<file path="config.mk">
export PLATFORM = sky130hd
export DESIGN_NAME = sfb_control
export DESIGN_NICKNAME = d
export VERILOG_FILES = /design/src/hw/rtl/sfb_pkg.sv /design/src/hw/rtl/sfb_control.sv
export SDC_FILE = /design/constraint.sdc
export NUM_CORES = 1
export LEC_CHECK = 0
export BUFFER_PORTS_ARGS = -buffer_cell sky130_fd_sc_hd__buf_2
export CORE_MARGIN = 8
export CORE_UTILIZATION = 25
export DETAILED_ROUTE_END_ITERATION = 10
export GPL_TIMING_DRIVEN = 0
export PLACE_DENSITY = 0.52
export SYNTH_ARGS = -nofsm -noshare
export SYNTH_HDL_FRONTEND = slang
export SYNTH_SLANG_ARGS = --single-unit
</file>
<file path="constraint.sdc">
create_clock -name i_clk -period 2.1 [get_ports i_clk]
set_input_delay 0.42 -clock i_clk [delete_from_list [all_inputs] [get_ports i_clk]]
set_output_delay 0.42 -clock i_clk [all_outputs]
set_load 0.02 [all_outputs]
</file>
<file path="src/hw/rtl/sfb_pkg.sv">
// package of the face bounds accumulator: types, codes, widths, face table
// used by the control, datapath, divider and top modules of the block
`timescale 1ns / 1ps

package sfb_pkg;

    localparam int DirW     = 24;
    localparam int BoundW   = 16;
    localparam int FaceW    = 3;
    localparam int DefMaxVertices = 64;
    localparam int QuotW    = 40;   // (|num| << 14) fits 38 bits, plus margin

    localparam logic signed [BoundW-1:0] BoundMax = 16'sh7fff;
    localparam logic signed [BoundW-1:0] BoundMin = 16'sh8000;

    typedef enum logic [1:0] {
        OP_CLEAR  = 2'd0,
        OP_VERTEX = 2'd1,
        OP_READ   = 2'd2,
        OP_NONE   = 2'd3
    } t_opcode;

    typedef enum logic [2:0] {
        ST_IDLE,
        ST_FETCH,
        ST_LOAD,
        ST_DIV,
        ST_UPDATE,
        ST_EMIT,
        ST_RUN
    } t_state;

    // commands from controller to datapath
    typedef struct packed {
        logic store_vertex;  // write input vertex, add to sum
        logic set_overflow;
        logic clear_bounds;
        logic pick_face;     // latch chosen face from the sum
        logic set_read_face; // latch face_select for a read
        logic mem_read;      // read store entry at the index
        logic div_start;     // load the divider
        logic div_step;
        logic update;        // merge s/t into bounds
        logic index_inc;
        logic end_polygon;   // clear count, sum and overflow
        logic out_load;      // latch result register
        logic out_ovf_sel;   // result carries polygon overflow
    } t_cmd;

    // status from datapath to controller
    typedef struct packed {
        logic store_full;
        logic index_done;    // index reached vertex count
        logic depth_ok;
        logic div_done;
    } t_status;

    // axis code: bit 2 negate, bits 1:0 component
    typedef logic [2:0] t_axis;

    function automatic t_axis face_axis(input logic [FaceW-1:0] f, input logic [1:0] k);
        t_axis a [6][3];
        a[0] = '{3'b101, 3'b010, 3'b000};
        a[1] = '{3'b001, 3'b010, 3'b100};
        a[2] = '{3'b000, 3'b010, 3'b001};
        a[3] = '{3'b100, 3'b010, 3'b101};
        a[4] = '{3'b101, 3'b100, 3'b010};
        a[5] = '{3'b101, 3'b000, 3'b110};
        if (f > 3'd5) begin
            return a[5][k];
        end
        return a[f][k];
    endfunction

endpackage

</file>
<file path="src/hw/rtl/sfb_control.sv">
// controller state machine of the face bounds accumulator
// depends on sfb_pkg
`timescale 1ns / 1ps

module sfb_control
    import sfb_pkg::*;
(
    input  logic    i_clk,
    input  logic    i_rst_n,
    input  logic    i_in_valid,
    input  t_opcode i_opcode,
    input  logic    i_last,
    output logic    o_in_ready,
    output logic    o_out_valid,
    input  logic    i_out_ready,
    output t_cmd    o_cmd,
    input  t_status i_status
);

    t_state r_state, n_state;
    logic   r_ovld, n_ovld;
    logic   r_ovf_sel, n_ovf_sel;
    logic   acc;

    always_ff @(posedge i_clk) begin
        if (!i_rst_n) begin
            r_state   <= ST_IDLE;
            r_ovld    <= 1'b0;
            r_ovf_sel <= 1'b0;
        end else begin
            r_state   <= n_state;
            r_ovld    <= n_ovld;
            r_ovf_sel <= n_ovf_sel;
        end
    end

    assign o_in_ready  = (r_state == ST_IDLE) && !r_ovld;
    assign o_out_valid = r_ovld;
    assign acc = i_in_valid && o_in_ready;

    always_comb begin
        n_state   = r_state;
        n_ovf_sel = r_ovf_sel;
        n_ovld    = r_ovld && !i_out_ready;
        o_cmd     = '0;
        o_cmd.out_ovf_sel = r_ovf_sel;
        case (r_state)
            ST_IDLE: begin
                if (acc) begin
                    case (i_opcode)
                        OP_CLEAR: o_cmd.clear_bounds = 1'b1;
                        OP_READ: begin
                            o_cmd.set_read_face = 1'b1;
                            n_ovf_sel = 1'b0;
                            n_state   = ST_EMIT;
                        end
                        OP_VERTEX: begin
                            o_cmd.store_vertex = !i_status.store_full;
                            o_cmd.set_overflow = i_status.store_full;
                            if (i_last) n_state = ST_FETCH;
                        end
                        default: ;
                    endcase
                end
            end
            ST_FETCH: begin
                // sum is final here
                o_cmd.pick_face = 1'b1;
                n_ovf_sel = 1'b1;
                n_state   = ST_LOAD;
            end
            ST_LOAD: begin
                if (i_status.index_done) begin
                    n_state = ST_EMIT;
                end else begin
                    o_cmd.mem_read  = 1'b1;
                    o_cmd.index_inc = 1'b1;
                    n_state = ST_UPDATE;
                end
            end
            ST_UPDATE: begin
                // operands registered this cycle
                n_state = ST_DIV;
            end
            ST_DIV: begin
                if (!i_status.depth_ok) begin
                    n_state = ST_LOAD;
                end else begin
                    o_cmd.div_start = 1'b1;
                    n_state = ST_RUN;
                end
            end
            ST_EMIT: begin
                o_cmd.out_load = 1'b1;
                if (r_ovf_sel) o_cmd.end_polygon = 1'b1;
                n_ovld  = 1'b1;
                n_state = ST_IDLE;
            end
            ST_RUN: begin
                // divider running
                o_cmd.div_step = 1'b1;
                if (i_status.div_done) begin
                    o_cmd.div_step = 1'b0;
                    o_cmd.update   = 1'b1;
                    n_state = ST_LOAD;
                end
            end
            default: begin
                n_state = ST_IDLE;
            end
        endcase
    end

endmodule

</file>
==> impl_metrics.env, run 1 <==
export IMPL_synth_most_common_cell="dfxtp_1"
export IMPL_cts_inserted_buffers=3
export IMPL_synth_compound_area_share_pct=19.9
export IMPL_ys_async_sr_fraction_pct=0
export IMPL_initial_utilization_pct=26.6
export IMPL_grt_util_all_layers_pct=7.24
export IMPL_numClockSinks=5
export IMPL_maximum_number_of_pins_on_one_net_before_global_route_repair=11
export IMPL_placeableCoreArea_um2=1490
export IMPL_post_cts_resized_instances=0
export IMPL_final_max_slew_violation_count=0
export IMPL_routed_wirelength_mm=1.14
export IMPL_grt_first_pass_wirelength_mm=1.89
export IMPL_initial_antenna_violation_count=0
export IMPL_max_freq_mhz=493
export IMPL_ioPinCount=26
export IMPL_crit_reg2reg_capture="r_state[0]"
export IMPL_timing_critical_path_to="o_cmd[8]"
export IMPL_buffer_ports_inserted=25
export IMPL_final_layout_size_suffix_gt1_share_pct=50.6
export IMPL_number_of_antenna_cells_inserted=0
export IMPL_crit_required_ns=1.68
export IMPL_wl_met1_um=497
export IMPL_root_buffer="clkbuf_4"
export IMPL_critPathKind="reg2out"
export IMPL_synthesis_instances=48
export IMPL_power_total_w=0.000641
export IMPL_reg2regPathDepth=3
export IMPL_critical_path_endpoint_type="output port"
export IMPL_detail_route_iter0_violations=9
export IMPL_clock_insertion_delay_worst_skew_ns=0.25
export IMPL_netlist_top_cells_area="dfxtp_1 (25%), nand2b_1 (6.3%), buf_4 (5.7%)"
export IMPL_ctsLongestPathBuffers=2
export IMPL_synth_area_per_cell_um2=8.26
export IMPL_max_vdd_ir_drop_uv=551
export IMPL_tightest_slew_ns=0.409
export IMPL_synthTopCellsByCount="dfxtp_1 (5), nand2b_1 (4), nor3_1 (4)"
export IMPL_hold_buffers=0
export IMPL_critPathBufInv=2
export IMPL_floorplan_rows=14
export IMPL_postRouteAntennaNets=0
export IMPL_worst_clock_skew_ns=0.00725
export IMPL_slack_of_the_worst_reg_to_reg_path_ns=0.80
export IMPL_timing_hold_violations_final=0
export IMPL_synth_adder_area_share_pct=3.15
export IMPL_die_x_um=55.8
export IMPL_crit_path_max_incr_delay_ns=0.51
export IMPL_overflow=0
export IMPL_synth_lib_cells_used_distinct=28
export IMPL_postSynthRegisterBits=5
export IMPL_final_period_minus_worst_setup_slack_ns=2.03
export IMPL_timing_critical_path_cells="buf_6, or4_4, nor2_2, and2_1, buf_2"
export IMPL_die_area_um2=3120
export IMPL_timing_final_setup_violations=0
export IMPL_path_delay_family="simple AND/OR/NAND/NOR gates"
export IMPL_path_max_fanout=9
export IMPL_worst_setup_path_startpoint="r_state[0]"
export IMPL_initial_drt_pass_iterations=4
export IMPL_worstPathArrival_ns=1.61
export IMPL_result_of_the_run="finished, final reports clean"
export IMPL_worst_reg2reg_startpoint="r_state[2]"
export IMPL_final_nets=90
export IMPL_drt_drc_violations_left=0
export IMPL_fraction_of_synthesized_area_in_multiplexers_pct=0
export IMPL_met2_wl_post_dr_um=580
export IMPL_tritoncts="done"
export IMPL_routed_wl_met3_um=62
export IMPL_synth_edf_count=0
export IMPL_dp_hpwl_um=924
export IMPL_largest_family_of_logic_cells_by_synthesized_area="simple AND/OR/NAND/NOR gates"
export IMPL_setup_repair_after_global_routing_missed_its_margin="no"
export IMPL_ys_seq_area_share_pct=25.2
export IMPL_min_delay_path_depth=2
export IMPL_highest_signal_layer="met3"
export IMPL_yosys_area_share_simple_pct=38.2
export IMPL_setup_tns_ns=0
export IMPL_post_drt_wl_per_cell_um=12.3
export IMPL_slew_limit_headroom_pct=72.5
export IMPL_synth_xor_area_share_pct=0
export IMPL_power_density_nw_per_um2=1130
export IMPL_syn_cell_area_um2=397
export IMPL_synth_top_cell_area_share_pct=25.2
export IMPL_routed_via_count=434
export IMPL_ctsHtreeMaxLevel=1
export IMPL_timing_critical_path_from_type="register"
export IMPL_grt_pass1_vias=447
export IMPL_yosys_area_top_type="dfxtp_1"
export IMPL_logic_depth_of_the_worst_path_buffers_included=5
export IMPL_min_path_type="in2reg"
export IMPL_final_min_period_over_clock_period_pct=96.5
export IMPL_avgViaCountPerCell=4.67
export IMPL_total_leakage_power_nw=0.306
export IMPL_postCtsSetupBuffers=0
export IMPL_cap_viol_max_count=0
export IMPL_fp_dieH_um=55.8
export IMPL_synth_yosys_warnings=0
export IMPL_place_gp_congestion=0.699
export IMPL_mappedNetlistNets=60
export IMPL_cts_clk_pin_slew_worst_paths_ns=0.05
export IMPL_postSynth_topFlopCell="dfxtp_1"
export IMPL_area_growth_pct=43.2
export IMPL_slowest_stage="or4_4"
-- cell families after synthesis --
group | count (synthesis)
AOI/OAI and AO/OA | 10
DFF | 5
and+or+nand+nor | 23
buffers and inverters | 9
adders and majority gates | 1
-- sequential cells by signal, summed over array words and instances, names as in the netlist --
name	count
o_out_valid	1
r_ovf_sel	1
r_state	3
-- where the power goes --
group	switching [W]	leakage (nW)	internal, W
combinational	0.000218	0.250	0.000163
clock	0.0000442	0.0150	0.0000722
sequential	0.0000193	0.0409	0.000125
-- stage by stage --
stage	util (%)	instance area [um^2]	hold slack [ns]	worst slack, ns	std cells
6_report	38.2	568	0.411	0.0735	93
5_1_grt	38.2	568	0.409	0.0163	93
4_1_cts	38.2	568	0.408	0.0556	93
3_5_place_dp	36.4	542	0.547	0.254	89
3_3_place_gp	36.4	542	0.551	0.271	89
2_1_floorplan	-	397	0.509	0.0388	48
-- layout make-up --
cell class | count | area [um^2]
clock buffers | 4 | 26.3
fillers | 163 | 921
well taps | 16 | 20.0
multi-input cells | 34 | 243
plain buffers | 6 | 42.5
flip-flops and latches | 5 | 100
inverters | 3 | 11.3
repair buffers | 25 | 125
-- routing by layer --
metal / up-vias / GRT usage, %
li1: 227 / -
met1: 196 / 7.25
met2: 11 / 12.2
met3: 0 / 3.20
met4: 0 / 4.12
met5: - / 0
-- worst register-to-register path: cells and delay by family (launching register included) --
kind,cells,cell delay [ns]
AOI/OAI and AO/OA,2,0.51
DFF,1,0.36
buffers and inverters,1,0.34
-- placed cells by master (no fill, tap or decap) --
cell | synthesis | layout
and4b_2 | 1 | 1
and2_1 | 2 | 2
clkbuf_4 | 0 | 3
a21o_1 | 1 | 1
nor2b_1 | 1 | 1
buf_4 | 3 | 3
nand2b_1 | 4 | 4
nand3b_1 | 1 | 1
clkbuf_1 | 1 | 2
a21oi_1 | 2 | 2
a2111oi_2 | 1 | 1
o41ai_2 | 1 | 1
or4_4 | 1 | 1
buf_2 | 1 | 26
ha_1 | 1 | 1
nor3_1 | 4 | 4
o31ai_1 | 1 | 1
nor4b_1 | 1 | 1
nor2_1 | 1 | 1
o21a_1 | 1 | 1
inv_1 | 3 | 3
and4_1 | 1 | 1
nor4_1 | 1 | 1
dfxtp_1 | 5 | 5
buf_6 | 1 | 1
nand2_1 | 3 | 3
nor2_2 | 1 | 1
o21ai_0 | 3 | 3
and4bb_2 | 1 | 1
-- worst min path at each step --
stage,start,endpoint,slack [ns]
after floorplan,i_opcode[1],r_ovf_sel,0.51
after global routing,i_opcode[1],r_ovf_sel,0.41
final,i_opcode[1],r_ovf_sel,0.41
after detailed placement,r_ovf_sel,r_ovf_sel,0.55
after CTS,i_opcode[1],r_ovf_sel,0.41
after global placement,r_ovf_sel,r_ovf_sel,0.55
No activity file was read; power rests on OpenSTA's default activity.
==> run 2: changes to the inputs <==
--- a/config.mk
+++ b/config.mk
@@ -10,7 +10,9 @@
 export CORE_UTILIZATION = 25
 export DETAILED_ROUTE_END_ITERATION = 10
 export GPL_TIMING_DRIVEN = 0
+export MAX_ROUTING_LAYER = met4
 export PLACE_DENSITY = 0.52
+export SETUP_SLACK_MARGIN = 0.5
 export SYNTH_ARGS = -nofsm -noshare
 export SYNTH_HDL_FRONTEND = slang
 export SYNTH_SLANG_ARGS = --single-unit
==> impl_metrics.env, run 2 (synthesized netlist as in run 1, its figures left out) <==
export IMPL_post_drt_wl_per_cell_um=12.9
export IMPL_final_min_period_over_clock_period_pct=94.9
export IMPL_numClockSinks=5
export IMPL_top_cell_by_count_worst_path="buf_6"
export IMPL_layout_cells_most_common_list="buf_6 (17), buf_2 (12), buf_4 (11), nor3_4 (4), clkbuf_4 (4)"
export IMPL_number_of_antenna_cells_inserted=0
export IMPL_timing_critical_path_from_type="register"
export IMPL_max_vdd_ir_drop_uv=561
export IMPL_worst_reg2reg_startpoint="r_state[0]"
export IMPL_cts_clk_pin_slew_worst_paths_ns=0.05
export IMPL_max_freq_mhz=502
export IMPL_maximum_number_of_pins_on_one_net_before_global_route_repair=11
export IMPL_drt_drc_violations_left=0
export IMPL_grt_pass1_vias=520
export IMPL_path_max_fanout=4
export IMPL_final_nets=102
export IMPL_crit_reg2reg_capture="r_state[1]"
export IMPL_dp_hpwl_um=960
export IMPL_clock_insertion_delay_worst_skew_ns=0.24
export IMPL_place_gp_congestion=0.768
export IMPL_buffer_ports_inserted=25
export IMPL_cts_inserted_buffers=3
export IMPL_placeableCoreArea_um2=1490
export IMPL_initial_drt_pass_iterations=4
export IMPL_slew_limit_headroom_pct=72.4
export IMPL_final_max_slew_violation_count=0
export IMPL_cap_viol_max_count=0
export IMPL_setup_tns_ns=0
export IMPL_total_leakage_power_nw=0.429
export IMPL_floorplan_rows=14
export IMPL_ctsLongestPathBuffers=2
export IMPL_wl_met1_um=556
export IMPL_area_growth_pct=124
export IMPL_hold_critical_path_endpoint="r_ovf_sel"
export IMPL_power_density_nw_per_um2=1110
export IMPL_ioPinCount=26
export IMPL_postRouteAntennaNets=0
export IMPL_final_layout_size_suffix_gt1_share_pct=75.3
export IMPL_result_of_the_run="finished, final reports clean"
export IMPL_critical_path_endpoint_type="output port"
export IMPL_min_path_type="in2reg"
export IMPL_layout_cells_most_common="buf_6"
export IMPL_initial_antenna_violation_count=0
export IMPL_routed_via_count=494
export IMPL_setup_repair_after_global_routing_missed_its_margin="yes"
export IMPL_die_x_um=55.8
export IMPL_die_area_um2=3120
export IMPL_timing_hold_violations_final=0
export IMPL_grt_first_pass_wirelength_mm=2.38
export IMPL_crit_required_ns=1.68
export IMPL_initial_utilization_pct=26.6
export IMPL_root_buffer="clkbuf_4"
export IMPL_detail_route_iter0_violations=6
export IMPL_timing_critical_path_cells="buf_6, or4_4, nor2_4, and2_4, buf_6"
export IMPL_finalCoreUtilization_pct=59.6
export IMPL_registers_top_by_ff_count="r_state"
export IMPL_routed_wirelength_mm=1.35
export IMPL_slack_of_the_worst_reg_to_reg_path_ns=0.52
export IMPL_grt_util_all_layers_pct=9.40
export IMPL_worst_clock_skew_ns=0.00571
export IMPL_critPathKind="reg2out"
export IMPL_ctsHtreeMaxLevel=1
export IMPL_highest_signal_layer="met3"
export IMPL_reg2regPathDepth=7
export IMPL_avgViaCountPerCell=4.70
export IMPL_slowest_stage="or4_4"
export IMPL_routed_wl_met3_um=67
export IMPL_tritoncts="done"
export IMPL_final_period_minus_worst_setup_slack_ns=1.99
export IMPL_fp_dieH_um=55.8
export IMPL_largest_register_ffs=3
export IMPL_min_delay_path_depth=2
export IMPL_met2_wl_post_dr_um=728
export IMPL_worstPathArrival_ns=1.57
export IMPL_overflow=0
export IMPL_hp_start="i_opcode[1]"
export IMPL_tightest_slew_ns=0.410
export IMPL_timing_final_setup_violations=0
export IMPL_crit_path_max_incr_delay_ns=0.55
run 2: what timing repair did:
action	CTS	global route
hold endpoints to repair	0	0
pin swaps	7	4
gates resized for setup	40	7
setup buffers	8	3
setup endpoints to repair	13	13
gates cloned	1	0
hold buffers	0	0
run 2: metal layers:
metal | up-vias | global-route usage [%]
met5 | - | -
met4 | 0 | 3.09
met3 | 0 | 4.57
met2 | 10 | 15.2
met1 | 232 | 9.82
li1 | 252 | -
run 2: worst max path at each step:
stage	start	to	slack, ns
global placement	i_in_valid	o_cmd[8]	0.20
global route	r_state[0]	o_cmd[8]	0.04
finish	r_state[0]	o_cmd[8]	0.11
CTS	o_out_valid	o_cmd[8]	0.02
detailed placement	i_in_valid	o_cmd[8]	0.20
floorplan	r_state[2]	o_cmd[7]	0.40
run 2: area by class of cell:
class,instances,area [um^2]
Fill cell,148,602
Multi-Input combinational cell,34,350
Timing Repair Buffer,37,312
Sequential cell,5,106
Buffer,6,58.8
Clock buffer,4,26.3
Tap cell,16,20.0
Inverter,3,13.8
run 2: where the power goes:
group	total, W	switching, W	internal, W	leakage (nW)
clock network	0.000111	0.0000388	0.0000718	0.0150
registers	0.000151	0.0000228	0.000129	0.0424
logic	0.000724	0.000331	0.000392	0.371
run 2: worst max-delay path: cells and delay by family, from the launching register on:
family        cells  cell delay [ns]
simple gates      3             0.80
flops             1             0.31
buf+inv           2             0.21
run 2: metrics by stage:
| stage | setup slack, ns | cell area, um^2 | instances | total power, W | hold WS, ns |
|---|---|---|---|---|---|
| floorplan | 0.401 | 455 | 48 | 0.000463 | 0.509 |
| global placement | 0.200 | 601 | 89 | 0.000568 | 0.546 |
| detailed placement | 0.202 | 601 | 89 | 0.000569 | 0.544 |
| CTS | 0.0195 | 838 | 102 | 0.000939 | 0.441 |
| global route | 0.0442 | 887 | 105 | 0.00106 | 0.436 |
| finish | 0.108 | 887 | 105 | 0.000986 | 0.445 |
